**src/hw/rtl/mpskd_pkg.sv**
```systemverilog
// ----------------------------------------------------------------------------
// mpskd_pkg
// Shared types and constants of the M-PSK phase demapper: the arctangent
// table of the vectoring rotation and the fixed field widths.
// ----------------------------------------------------------------------------
package mpskd_pkg;

  // Widths of the stream fields, fixed by the interface.
  localparam int FIELD_W   = 16;
  localparam int SYMBOL_W  = 6;
  localparam int BPS_W     = 3;
  localparam int ANGLE_W   = 32;

  // Reset value of the bits-per-symbol register (8-PSK).
  localparam logic [BPS_W-1:0] BPS_RESET = 3'd3;

  // Half a turn in the 32-bit angle format.
  localparam logic [ANGLE_W-1:0] HALF_TURN = 32'h8000_0000;

  // Number of entries held in the arctangent table.
  localparam int ATAN_ENTRIES = 24;

  // atan(2^-i) as a fraction of a full turn, scaled by 2^32 and rounded.
  localparam logic [ANGLE_W-1:0] ATAN_TURN32 [ATAN_ENTRIES] = '{
    32'h2000_0000, 32'h12E4_051E, 32'h09FB_385B, 32'h0511_11D4,
    32'h028B_0D43, 32'h0145_D7E1, 32'h00A2_F61E, 32'h0051_7C55,
    32'h0028_BE53, 32'h0014_5F2F, 32'h000A_2F98, 32'h0005_17CC,
    32'h0002_8BE6, 32'h0001_45F3, 32'h0000_A2FA, 32'h0000_517D,
    32'h0000_28BE, 32'h0000_145F, 32'h0000_0A30, 32'h0000_0518,
    32'h0000_028C, 32'h0000_0146, 32'h0000_00A3, 32'h0000_0051
  };

endpackage

```
**src/hw/rtl/mpsk_phase_demapper.sv**
```systemverilog
// ----------------------------------------------------------------------------
// mpsk_phase_demapper
// Hard-decision M-PSK demodulator: a vectoring CORDIC chain finds the phase
// of each received sample and a slicer returns the index of its sector.
// ----------------------------------------------------------------------------
// Usage notes.
// Input items arrive on the s_axis channel: tdata carries in_phase in bits
// [15:0] and quadrature in bits [31:16], both two's complement. Each item
// yields exactly one output item on m_axis, whose tdata carries the symbol
// index in bits [5:0] (upper bits zero). Items leave in the order they came.
// The constellation size M = 2^bits_per_symbol is set through cfg_we and
// cfg_wdata; write it only while no item is in flight.
// From acceptance to m_axis_tvalid an item passes one fold cell, one cell
// per micro-rotation, one rounding stage and the output register.
// Throughput is one item per clock while the receiver takes results; every
// cell of the chain is a register stage with its own valid and ready, so a
// new item enters while older ones are still being rotated.
// Reset empties the chain (all valid flags cleared) and sets
// bits_per_symbol to 3. When the receiver stalls, the result waits in the
// output register and upstream items keep moving until empty cells fill up;
// only then is s_axis_tready lowered.
// ----------------------------------------------------------------------------
module mpsk_phase_demapper
  import mpskd_pkg::*;
#(
  parameter int SAMPLE_BITS         = 16,
  parameter int PHASE_BITS          = 16,
  parameter int CORDIC_STAGES       = 16,
  parameter int MAX_BITS_PER_SYMBOL = 6
) (
  input  logic               clk,
  input  logic               rst,
  // Configuration: bits_per_symbol.
  input  logic               cfg_we,
  input  logic [BPS_W-1:0]   cfg_wdata,
  // Sample input.
  input  logic               s_axis_tvalid,
  output logic               s_axis_tready,
  input  logic [31:0]        s_axis_tdata,   // [15:0] in_phase, [31:16] quadrature
  // Symbol output.
  output logic               m_axis_tvalid,
  input  logic               m_axis_tready,
  output logic [7:0]         m_axis_tdata    // [5:0] symbol, [7:6] zero
);

  // Two guard bits cover the half-turn fold of the most negative sample and
  // the CORDIC gain of about 1.65.
  localparam int W     = SAMPLE_BITS + 2;
  // The rotation chain cannot be longer than the arctangent table.
  localparam int NSTG  = (CORDIC_STAGES < ATAN_ENTRIES) ? CORDIC_STAGES : ATAN_ENTRIES;

  logic [BPS_W-1:0] bits_per_symbol;

  always_ff @(posedge clk) begin
    if (rst) begin
      bits_per_symbol <= BPS_RESET;
    end else if (cfg_we) begin
      bits_per_symbol <= cfg_wdata;
    end
  end

  // Links between the cells: index 0 is the fold cell output, index n the
  // output of micro-rotation n-1.
  logic                  lnk_valid [NSTG+1];
  logic                  lnk_ready [NSTG+1];
  logic signed [W-1:0]   lnk_x     [NSTG+1];
  logic signed [W-1:0]   lnk_y     [NSTG+1];
  logic [ANGLE_W-1:0]    lnk_z     [NSTG+1];
  logic                  lnk_zero  [NSTG+1];

  logic [SYMBOL_W-1:0]   symbol;

  mpskd_prerotate #(
    .SAMPLE_BITS (SAMPLE_BITS),
    .W           (W)
  ) u_fold (
    .clk       (clk),
    .rst       (rst),
    .in_valid  (s_axis_tvalid),
    .in_ready  (s_axis_tready),
    .in_i      (s_axis_tdata[FIELD_W-1:0]),
    .in_q      (s_axis_tdata[2*FIELD_W-1:FIELD_W]),
    .out_valid (lnk_valid[0]),
    .out_ready (lnk_ready[0]),
    .out_x     (lnk_x[0]),
    .out_y     (lnk_y[0]),
    .out_z     (lnk_z[0]),
    .out_zero  (lnk_zero[0])
  );

  for (genvar g = 0; g < NSTG; g++) begin : g_cell
    mpskd_cordic_cell #(
      .W     (W),
      .STAGE (g)
    ) u_cell (
      .clk       (clk),
      .rst       (rst),
      .in_valid  (lnk_valid[g]),
      .in_ready  (lnk_ready[g]),
      .in_x      (lnk_x[g]),
      .in_y      (lnk_y[g]),
      .in_z      (lnk_z[g]),
      .in_zero   (lnk_zero[g]),
      .out_valid (lnk_valid[g+1]),
      .out_ready (lnk_ready[g+1]),
      .out_x     (lnk_x[g+1]),
      .out_y     (lnk_y[g+1]),
      .out_z     (lnk_z[g+1]),
      .out_zero  (lnk_zero[g+1])
    );
  end

  // The residual x and y of the last cell are not needed by the slicer.
  mpskd_slicer #(
    .PHASE_BITS          (PHASE_BITS),
    .MAX_BITS_PER_SYMBOL (MAX_BITS_PER_SYMBOL)
  ) u_slicer (
    .clk             (clk),
    .rst             (rst),
    .bits_per_symbol (bits_per_symbol),
    .in_valid        (lnk_valid[NSTG]),
    .in_ready        (lnk_ready[NSTG]),
    .in_z            (lnk_z[NSTG]),
    .in_zero         (lnk_zero[NSTG]),
    .out_valid       (m_axis_tvalid),
    .out_ready       (m_axis_tready),
    .out_symbol      (symbol)
  );

  assign m_axis_tdata = 8'(symbol);

endmodule

```
**src/hw/rtl/mpskd_prerotate.sv**
```systemverilog
// ----------------------------------------------------------------------------
// mpskd_prerotate
// Entry cell: sign-extends the sample, folds the left half plane onto the
// right one by a half-turn rotation and flags the zero vector.
// ----------------------------------------------------------------------------
module mpskd_prerotate
  import mpskd_pkg::*;
#(
  parameter int SAMPLE_BITS = 16,
  parameter int W           = 18
) (
  input  logic                      clk,
  input  logic                      rst,
  input  logic                      in_valid,
  output logic                      in_ready,
  input  logic [FIELD_W-1:0]        in_i,
  input  logic [FIELD_W-1:0]        in_q,
  output logic                      out_valid,
  input  logic                      out_ready,
  output logic signed [W-1:0]       out_x,
  output logic signed [W-1:0]       out_y,
  output logic [ANGLE_W-1:0]        out_z,
  output logic                      out_zero
);

  localparam int RAW_W = (SAMPLE_BITS > FIELD_W) ? SAMPLE_BITS : FIELD_W;

  logic [RAW_W-1:0]             raw_i;
  logic [RAW_W-1:0]             raw_q;
  logic signed [SAMPLE_BITS-1:0] smp_i;
  logic signed [SAMPLE_BITS-1:0] smp_q;
  logic signed [W-1:0]          ext_i;
  logic signed [W-1:0]          ext_q;
  logic signed [W-1:0]          x_next;
  logic signed [W-1:0]          y_next;
  logic [ANGLE_W-1:0]           z_next;
  logic                         zero_next;

  // Only the low SAMPLE_BITS bits of each field carry the sample.
  always_comb begin
    raw_i     = RAW_W'(in_i);
    raw_q     = RAW_W'(in_q);
    smp_i     = signed'(raw_i[SAMPLE_BITS-1:0]);
    smp_q     = signed'(raw_q[SAMPLE_BITS-1:0]);
    ext_i     = W'(smp_i);
    ext_q     = W'(smp_q);
    zero_next = (ext_i == '0) && (ext_q == '0);
    if (ext_i[W-1]) begin
      x_next = -ext_i;
      y_next = -ext_q;
      z_next = HALF_TURN;
    end else begin
      x_next = ext_i;
      y_next = ext_q;
      z_next = '0;
    end
  end

  assign in_ready = !out_valid || out_ready;

  always_ff @(posedge clk) begin
    if (rst) begin
      out_valid <= 1'b0;
    end else if (in_ready) begin
      out_valid <= in_valid;
    end
  end

  always_ff @(posedge clk) begin
    if (in_ready && in_valid) begin
      out_x    <= x_next;
      out_y    <= y_next;
      out_z    <= z_next;
      out_zero <= zero_next;
    end
  end

endmodule

```
**src/hw/rtl/mpskd_cordic_cell.sv**
```systemverilog
// ----------------------------------------------------------------------------
// mpskd_cordic_cell
// One vectoring micro-rotation with a fixed shift, registered, with its
// own valid/ready so that bubbles in the chain can close up.
// ----------------------------------------------------------------------------
module mpskd_cordic_cell
  import mpskd_pkg::*;
#(
  parameter int W     = 18,
  parameter int STAGE = 0
) (
  input  logic                clk,
  input  logic                rst,
  input  logic                in_valid,
  output logic                in_ready,
  input  logic signed [W-1:0] in_x,
  input  logic signed [W-1:0] in_y,
  input  logic [ANGLE_W-1:0]  in_z,
  input  logic                in_zero,
  output logic                out_valid,
  input  logic                out_ready,
  output logic signed [W-1:0] out_x,
  output logic signed [W-1:0] out_y,
  output logic [ANGLE_W-1:0]  out_z,
  output logic                out_zero
);

  localparam logic [ANGLE_W-1:0] ATAN_STEP = ATAN_TURN32[STAGE];

  logic signed [W-1:0] xs;
  logic signed [W-1:0] ys;
  logic signed [W-1:0] x_next;
  logic signed [W-1:0] y_next;
  logic [ANGLE_W-1:0]  z_next;

  // Arithmetic shifts round towards minus infinity.
  always_comb begin
    xs = in_x >>> STAGE;
    ys = in_y >>> STAGE;
    if (!in_y[W-1]) begin
      x_next = in_x + ys;
      y_next = in_y - xs;
      z_next = in_z + ATAN_STEP;
    end else begin
      x_next = in_x - ys;
      y_next = in_y + xs;
      z_next = in_z - ATAN_STEP;
    end
  end

  assign in_ready = !out_valid || out_ready;

  always_ff @(posedge clk) begin
    if (rst) begin
      out_valid <= 1'b0;
    end else if (in_ready) begin
      out_valid <= in_valid;
    end
  end

  always_ff @(posedge clk) begin
    if (in_ready && in_valid) begin
      out_x    <= x_next;
      out_y    <= y_next;
      out_z    <= z_next;
      out_zero <= in_zero;
    end
  end

endmodule

```
**src/hw/rtl/mpskd_slicer.sv**
```systemverilog
// ----------------------------------------------------------------------------
// mpskd_slicer
// Rounds the angle to PHASE_BITS per turn, then picks the phase sector of
// the constellation in a second registered stage that drives the output.
// ----------------------------------------------------------------------------
module mpskd_slicer
  import mpskd_pkg::*;
#(
  parameter int PHASE_BITS          = 16,
  parameter int MAX_BITS_PER_SYMBOL = 6
) (
  input  logic                 clk,
  input  logic                 rst,
  input  logic [BPS_W-1:0]     bits_per_symbol,
  input  logic                 in_valid,
  output logic                 in_ready,
  input  logic [ANGLE_W-1:0]   in_z,
  input  logic                 in_zero,
  output logic                 out_valid,
  input  logic                 out_ready,
  output logic [SYMBOL_W-1:0]  out_symbol
);

  localparam int CAP    = (MAX_BITS_PER_SYMBOL < PHASE_BITS) ? MAX_BITS_PER_SYMBOL
                                                              : PHASE_BITS;
  localparam int QW     = PHASE_BITS + 1;
  localparam int SH_W   = $clog2(QW + 1);
  localparam logic [ANGLE_W-1:0] ROUND_HALF = ANGLE_W'(1) << (ANGLE_W - 1 - PHASE_BITS);

  // Stage one: rounded phase.
  logic                   ph_valid;
  logic                   ph_ready;
  logic [PHASE_BITS-1:0]  phase;
  logic                   ph_zero;
  logic [ANGLE_W-1:0]     z_round;

  // Stage two: sector decision.
  logic [BPS_W-1:0]       b_eff;
  logic [SH_W-1:0]        sh;
  logic [QW-1:0]          q;
  logic [QW-1:0]          h2;
  logic [QW-1:0]          m;
  logic [QW-1:0]          k;
  logic [SYMBOL_W-1:0]    symbol_next;

  assign z_round  = in_z + ROUND_HALF;
  assign in_ready = !ph_valid || ph_ready;

  always_ff @(posedge clk) begin
    if (rst) begin
      ph_valid <= 1'b0;
    end else if (in_ready) begin
      ph_valid <= in_valid;
    end
  end

  always_ff @(posedge clk) begin
    if (in_ready && in_valid) begin
      phase   <= z_round[ANGLE_W-1 -: PHASE_BITS];
      ph_zero <= in_zero;
    end
  end

  // Sector k covers (k-1/2)S < phase <= (k+1/2)S; the top half sector wraps
  // back to symbol 0.
  always_comb begin
    if (int'(bits_per_symbol) > CAP) begin
      b_eff = BPS_W'(CAP);
    end else begin
      b_eff = bits_per_symbol;
    end
    sh          = SH_W'(PHASE_BITS) - SH_W'(b_eff);
    q           = {phase, 1'b0};
    h2          = QW'(1) << sh;
    m           = QW'(1) << b_eff;
    k           = ((q - h2 - QW'(1)) >> (sh + SH_W'(1))) + QW'(1);
    symbol_next = '0;
    if (!ph_zero && (q > h2) && (k < m)) begin
      symbol_next = SYMBOL_W'(k);
    end
  end

  assign ph_ready = !out_valid || out_ready;

  always_ff @(posedge clk) begin
    if (rst) begin
      out_valid <= 1'b0;
    end else if (ph_ready) begin
      out_valid <= ph_valid;
    end
  end

  always_ff @(posedge clk) begin
    if (ph_ready && ph_valid) begin
      out_symbol <= symbol_next;
    end
  end

endmodule

```
**config.mk**
```make
export PLATFORM = sky130hd
export DESIGN_NAME = mpsk_phase_demapper
export DESIGN_NICKNAME = d
export VERILOG_FILES = /design/src/hw/rtl/mpskd_pkg.sv /design/src/hw/rtl/mpsk_phase_demapper.sv /design/src/hw/rtl/mpskd_prerotate.sv /design/src/hw/rtl/mpskd_cordic_cell.sv /design/src/hw/rtl/mpskd_slicer.sv
export SDC_FILE = /design/constraint.sdc
export NUM_CORES = 2
export LEC_CHECK = 0
export BUFFER_PORTS_ARGS = -buffer_cell sky130_fd_sc_hd__buf_2
export CORE_MARGIN = 4
export CORE_UTILIZATION = 30
export CTS_CLUSTER_SIZE = 20
export DETAILED_ROUTE_END_ITERATION = 8
export PLACE_DENSITY_LB_ADDON = 0.05
export SLEW_MARGIN = 20
export SYNTH_ARGS = -nofsm -noshare
export SYNTH_HDL_FRONTEND = slang
export SYNTH_SLANG_ARGS = --single-unit
```
**constraint.sdc**
```tcl
create_clock -name clk -period 12.5 [get_ports clk]
set_clock_uncertainty 0.2 [all_clocks]
set_input_delay 1.875 -clock clk [delete_from_list [all_inputs] [get_ports clk]]
set_output_delay 1.875 -clock clk [all_outputs]
set_load 0.02 [all_outputs]
```
Word-level counts from Yosys, hierarchy flattened --
Cells that the tools add are included.
Storage, ports and cells: output and inout bits 10, bits of input ports 40, register bits after elaboration 1164
Operators by class: reduce and logical (&&, ||, !) cells 63, order comparisons 3, shifts and indexed selects 3, $add $sub $neg 97, mux-type cells 49
Operator list (count):
- $mux 32 | 17
- $mux 18 | 30
- $add 32x16->32 const B | 2
- $add 18x10->18 | 2
- $add 18x11->18 | 2
- $add 18x12->18 | 2
- $add 18x13->18 | 2
- $add 18x14->18 | 2
- $add 18x15->18 | 2
- $add 18x16->18 | 2
- $add 18x17->18 | 2
- $add 18x5->18 | 2
- $add 18x6->18 | 2
- $add 18x7->18 | 2
- $add 18x8->18 | 2
- $add 18x9->18 | 2
- $logic_not 18->1 | 2
- $neg 16->18 | 2
- $sub 18x10->18 | 2
- $sub 18x11->18 | 2
- $sub 18x12->18 | 2
- $sub 18x13->18 | 2
- $sub 18x14->18 | 2
- $sub 18x15->18 | 2
- other kinds (58) | 124

Depth between registers and ports, before layout --
word-level depth 21, mapped depth 31

Modules after synthesis --
A second synthesis with hierarchy kept.
Unflattened totals: cells, all modules 10128, area total of the unflattened synthesis 98184.2 µm²
Modules (own cells, without submodules):
- mpskd_cordic_cell (g_cell[8].u_cell) | sequential area each 2092.0 µm², times used 1, area each 6057.1 µm², cells each 637
- mpskd_cordic_cell (g_cell[7].u_cell) | sequential area each 2092.0 µm², times used 1, area each 6048.3 µm², cells each 641
- mpskd_cordic_cell (g_cell[9].u_cell) | sequential area each 2092.0 µm², times used 1, area each 6025.8 µm², cells each 641
- mpskd_cordic_cell (g_cell[1].u_cell) | sequential area each 2092.0 µm², times used 1, area each 6002.0 µm², cells each 628
- mpskd_cordic_cell (g_cell[2].u_cell) | sequential area each 2092.0 µm², times used 1, area each 5903.2 µm², cells each 608
- mpskd_cordic_cell (g_cell[11].u_cell) | sequential area each 2092.0 µm², times used 1, area each 5861.9 µm², cells each 599
- mpskd_cordic_cell (g_cell[10].u_cell) | sequential area each 2092.0 µm², times used 1, area each 5846.9 µm², cells each 608
- mpskd_cordic_cell (g_cell[5].u_cell) | sequential area each 2092.0 µm², times used 1, area each 5830.6 µm², cells each 586
- mpskd_cordic_cell (g_cell[6].u_cell) | sequential area each 2092.0 µm², times used 1, area each 5789.3 µm², cells each 577
- mpskd_cordic_cell (g_cell[4].u_cell) | sequential area each 2092.0 µm², times used 1, area each 5764.3 µm², cells each 597
- mpskd_cordic_cell (g_cell[3].u_cell) | sequential area each 2092.0 µm², times used 1, area each 5761.8 µm², cells each 579
- mpskd_cordic_cell (g_cell[15].u_cell) | sequential area each 2092.0 µm², times used 1, area each 5669.2 µm², cells each 584
- mpskd_cordic_cell (g_cell[12].u_cell) | sequential area each 2092.0 µm², times used 1, area each 5647.9 µm², cells each 581
- mpskd_cordic_cell (g_cell[13].u_cell) | sequential area each 2092.0 µm², times used 1, area each 5539.1 µm², cells each 550
- +5 rows

Worst setup path before layout --
No wires, ideal clock.
path kind input port to flip-flop, start in m_axis_tready, end reg g_cell[9].u_cell.out_x[0] (enable), cell stages on the path 7, required time 11.702 ns, arrival time 7.582 ns, setup slack 4.120 ns, cell sequence nor2b_1 nand3_1 nor2_1 and2_1 and3_1 clkbuf_1 a21boi_0
On the way: cells in the longest elaborated chain, start to end 10
RTL lines:
- start, declared | RTL line mpsk_phase_demapper.sv:42 | input logic m_axis_tready,
- $logic_or 1x1->1 | RTL line mpskd_slicer.sv:83 | assign ph_ready = !out_valid || out_ready;
- $logic_or 1x1->1 | RTL line mpskd_slicer.sv:47 | assign in_ready = !ph_valid || ph_ready;
- $logic_or 1x1->1 (7 in a row) | RTL line mpskd_cordic_cell.sv:51 | assign in_ready = !out_valid || out_ready;
- $logic_and 1x1->1 | RTL line mpskd_cordic_cell.sv:62 | if (in_ready && in_valid) begin
- end signal, assigned | RTL line mpskd_cordic_cell.sv:63 | out_x <= x_next;
- end, declared | RTL line mpskd_cordic_cell.sv:22 | output logic signed [W-1:0] out_x,
Every way passes these cells. A chain may end at the register's enable or synchronous reset.

Worst setup path in the final report --
start reg bits_per_symbol[1], end reg u_slicer.out_symbol[0] (data pin)
On the way: cells in the longest elaborated chain, start to end 10, elaborated cells on any way between the ends 14, those cells by class add/sub: 5; order compare: 3; shift: 3; mux: 1; reduce/logical: 2
RTL lines:
- start, declared | RTL line mpsk_phase_demapper.sv:52 | logic [BPS_W-1:0] bits_per_symbol;
- start signal, assigned | RTL line mpsk_phase_demapper.sv:58 | bits_per_symbol <= cfg_wdata;
- $gt 3x3->1 | RTL line mpskd_slicer.sv:67 | if (int'(bits_per_symbol) > CAP) begin
- $mux 3 (*) | RTL line mpskd_slicer.sv:67
- $sub 5x3->5 | RTL line mpskd_slicer.sv:72 | sh = SH_W'(PHASE_BITS) - SH_W'(b_eff);
- $shl 1x5->17 | RTL line mpskd_slicer.sv:74 | h2 = QW'(1) << sh;
- $sub 17x17->17 | RTL line mpskd_slicer.sv:76 | k = ((q - h2 - QW'(1)) >> (sh + SH_W'(1))) + QW'(1);
- $sub 17x1->17 | RTL line mpskd_slicer.sv:76
- $shr 17x5->17 | RTL line mpskd_slicer.sv:76
- $add 17x1->17 | RTL line mpskd_slicer.sv:76
- $lt 17x17->1 | RTL line mpskd_slicer.sv:78 | if (!ph_zero && (q > h2) && (k < m)) begin
- $logic_and 1x1->1 | RTL line mpskd_slicer.sv:78
- end signal, assigned | RTL line mpskd_slicer.sv:95 | out_symbol <= symbol_next;
- end, declared | RTL line mpskd_slicer.sv:21 | output logic [SYMBOL_W-1:0] out_symbol
Every way passes the cells marked *; elsewhere a longest branch is shown, timed or not.

==> flow_metrics.tcl <==
set metrics [dict create \
    status "finished clean" \
    io_buffers 47 \
    regToRegStartpoint "bits_per_symbol[1]$_SDFFE_PP1P_" \
    cts_hold_buf 0 \
    grt_pass1_vias 56300 \
    dr.first_iter.drc_count 2857 \
    synth-compound-area-share 0.162 \
    p_sw_w 0.00242 \
    setup_violations 0 \
    clock-sinks 1014 \
    yosys-top-cells-area "edfxtp_1, ha_1, xnor2_1" \
    die_height_um 517 \
    ir_drop_mv 0.151 \
    worstPathArrival_ns 7.68 \
    wirelength_mm 194 \
    synth_top_family_by_area "adder cells" \
    cts_setup_buffers 0 \
    p_seq_frac 0.425 \
    final_nets 8983 \
    r2r-end "u_slicer.out_symbol[0]$_SDFFCE_PN0P_" \
    yosysSeqAreaShare 0.390 \
    fp.coreArea_um2 257000 \
    die_w_um 517 \
    combPwrFrac 0.149 \
    end_kind "register" \
    synth-edff-count 992 \
    drt-pass1-iter-count 5 \
    initial_core_util 0.302 \
    cp_max_fo 18 \
    cp_common_cell "ha_1" \
    gp_congestion 0.786 \
    cts_resized 0 \
    ys_seq_elements 1014 \
    grt_usage 0.144 \
    worstPathRequired_ns 12.80 \
    finalHoldViolCount 0 \
    cts_root_buf "clkbuf_16" \
    clk_path_buf_depth 4 \
    drive_gt1_frac 0.0510 \
    finalCritPeriodShare 0.590 \
    holdPathStages 0 \
    hold_end "g_cell[12].u_cell.out_zero$_DFFE_PP_" \
    post-dp-hpwl_mm 153 \
    finalPower_w 0.00930 \
    rsz0062_at_grt "false" \
    ys_async_sr_fraction 0 \
    cts_tree "done" \
    fillers 26100 \
    yosys_warnings 0 \
    die-area_um2 267000 \
    antenna_found_initial 2 \
    synth-xor-area-share 0.114 \
    crit_path_start_kind "register" \
    num_rows 186 \
    cp_slowest_cell "ha_1" \
    slew_headroom 0.296 \
    worstMarginPinSlew_ns 1.05 \
    p_int_w 0.00688 \
    syn_area_per_cell_um2 9.96 \
    min_from "g_cell[11].u_cell.out_zero$_DFFE_PP_" \
    p_leak_nw 34.1 \
    clkPwrFrac 0.426 \
    synth_fa_ha_area_frac 0.168 \
    ys_types 100 \
    grt_max_degree 69 \
    cellPowerDensity_nw_per_um2 107 \
    max_stage_delay_ns 0.75 \
    yosys.area.top_type_share 0.384 \
    synth_ff_type "edfxtp_1" \
    syn2layout_area_growth_pct 11.7 \
    slew_violations 0 \
    synthCells 7793 \
    grt_pass1_wl_mm 311 \
    sw_frac_of_total 0.260 \
    r2r_cells 25 \
    reg2reg_slack_ns 5.12 \
    clk_transition_reported_paths_ns 0.06 \
    fin_setup_tns_ns 0 \
    htree_levels 4 \
    clk_latency_ns 0.79 \
    critical_path_class "reg -> reg" \
    vias 55800 \
    utilization 0.337 \
    drv_cap 0 \
    max_freq_mhz 135 \
    ant_nets 0 \
    num_io_pins 50 \
    synth_area_um2 77600 \
    wl_per_cell_um 17.0 \
    post-route-min-period_ns 7.38 \
    via_per_inst 4.89 \
    route.detailed.drc 0 \
    yosys.area_share.simple 0.132 \
    cts_buffers 146 \
    synthMuxAreaShare 0.00650 \
    grt_overflow_total 0 \
    yosysTopAreaCell "edfxtp_1" \
    hold_path.class "reg -> reg" \
]
[Yosys cell counts, types with 33 or more instances]
master,instances
nand3_1,123
xnor2_1,695
nand4_1,35
fa_1,39
xor2_1,307
nor4_1,53
a21o_1,191
o21ai_0,420
a21boi_0,38
and2_1,38
a31oi_1,80
nor2b_1,98
edfxtp_1,992
a211oi_1,68
nand2_1,418
ha_1,977
o41ai_1,39
nand2b_1,83
clkbuf_1,96
or3_1,73
a21oi_1,599
o21a_1,127
inv_1,458
nor2_1,784
nor3_1,279
o21bai_1,122
o31ai_1,33
or2_2,35
and3_1,73
[cell usage in the layout (no fill, tap or decap), types with 78 or more instances in the layout]
| cell type | n |
|---|---|
| edfxtp_1 | 992 |
| ha_1 | 977 |
| nor2_1 | 783 |
| xnor2_1 | 695 |
| a21oi_1 | 598 |
| inv_1 | 458 |
| o21ai_0 | 420 |
| nand2_1 | 418 |
| xor2_1 | 307 |
| nor3_1 | 279 |
| a21o_1 | 191 |
| clkbuf_16 | 149 |
| o21a_1 | 127 |
| nand3_1 | 123 |
| o21bai_1 | 122 |
| nor2b_1 | 90 |
| nand2b_1 | 83 |
| a31oi_1 | 78 |
[worst max-delay path by stage]
| stage | from | end | slack [ns] |
|---|---|---|---|
| 4_1_cts | bits_per_symbol[1]$_SDFFE_PP1P_ | u_slicer.out_symbol[0]$_SDFFCE_PN0P_ | 5.07 |
| 5_1_grt | bits_per_symbol[1]$_SDFFE_PP1P_ | u_slicer.out_symbol[4]$_SDFFCE_PN0P_ | 4.38 |
| 3_5_place_dp | bits_per_symbol[1]$_SDFFE_PP1P_ | u_slicer.out_symbol[1]$_SDFFCE_PN0P_ | 5.15 |
| 6_report | bits_per_symbol[1]$_SDFFE_PP1P_ | u_slicer.out_symbol[0]$_SDFFCE_PN0P_ | 5.12 |
| 2_1_floorplan | m_axis_tready | g_cell[9].u_cell.out_x[0]$_DFFE_PP_ | 4.12 |
| 3_3_place_gp | bits_per_symbol[1]$_SDFFE_PP1P_ | u_slicer.out_symbol[1]$_SDFFCE_PN0P_ | 4.93 |
[cells by family (layout without fill, tap and decap cells)]
logic type | Yosys count | after routing
AND/OR/NAND/NOR | 2175 | 2175
adder cells (fa/ha/maj) | 1016 | 1016
other | 2 | 6
buffers and inverters | 573 | 804
multiplexers | 47 | 47
XOR/XNOR | 1005 | 1005
flip-flops | 1014 | 1014
AO/OA/AOI/OAI | 1961 | 1961
[metal layers]
metal	global-route usage	wire [um]
met1	0.188	90600
met2	0.252	93800
met3	0.0172	5110
met4	0.0362	4450
met5	0	0
[power by group through the flow]
stage               clock network [W]  registers [W]  logic, W
global placement                    0        0.00402   0.00141
floorplan                           0        0.00399   0.00107
detailed placement                  0        0.00402   0.00141
global route                  0.00429        0.00396   0.00158
CTS                           0.00416        0.00395   0.00142
finish                        0.00396        0.00395   0.00139
[registers in the layout, indices dropped and copies added, names as in the netlist, 3 cells and up]
| name | count |
|---|---|
| g_cell.u_cell.out_x | 237 |
| u_fold.out_x | 18 |
| u_slicer.phase | 16 |
| u_slicer.out_symbol | 6 |
| bits_per_symbol | 3 |
| g_cell.u_cell.out_z | 425 |
| g_cell.u_cell.out_y | 253 |
| u_fold.out_y | 18 |
| g_cell.u_cell.out_valid | 16 |
| g_cell.u_cell.out_zero | 16 |
[per-stage QoR]
step / area, um^2 / instances / hold slack (ns) / setup slack [ns]
2_1_floorplan: 77600 / 7795 / 0.200 / 4.12
3_3_place_gp: 82100 / 11200 / 0.204 / 4.93
3_5_place_dp: 82100 / 11200 / 0.209 / 5.15
4_1_cts: 86700 / 11400 / 0.214 / 5.07
5_1_grt: 86700 / 11400 / 0.229 / 4.38
6_report: 86700 / 11400 / 0.213 / 5.12
[area by class of cell]
class | count | area [um^2] | area share
diodes | 2 | 5.00 | 0.0000577
clock buffers | 186 | 3910 | 0.0451
clock inverters | 61 | 596 | 0.00687
inverters | 459 | 1720 | 0.0199
multi-input cells | 6208 | 45400 | 0.523
flip-flops and latches | 1014 | 30200 | 0.349
well taps | 3384 | 4230 | 0.0488
repair buffers | 98 | 638 | 0.00736
[critical path: cells and delay by family, from the launching register on]
| kind | cells | cell delay [ns] |
|---|---|---|
| DFF | 1 | 0.40 |
| buffers and inverters | 2 | 0.56 |
| muxes | 1 | 0.40 |
| and+or+nand+nor | 10 | 1.81 |
| adders and majority gates | 4 | 1.66 |
| xor gates and xnor gates | 2 | 0.50 |
| AOI/OAI and AO/OA | 6 | 1.53 |
(Power assumes the default switching activity.)
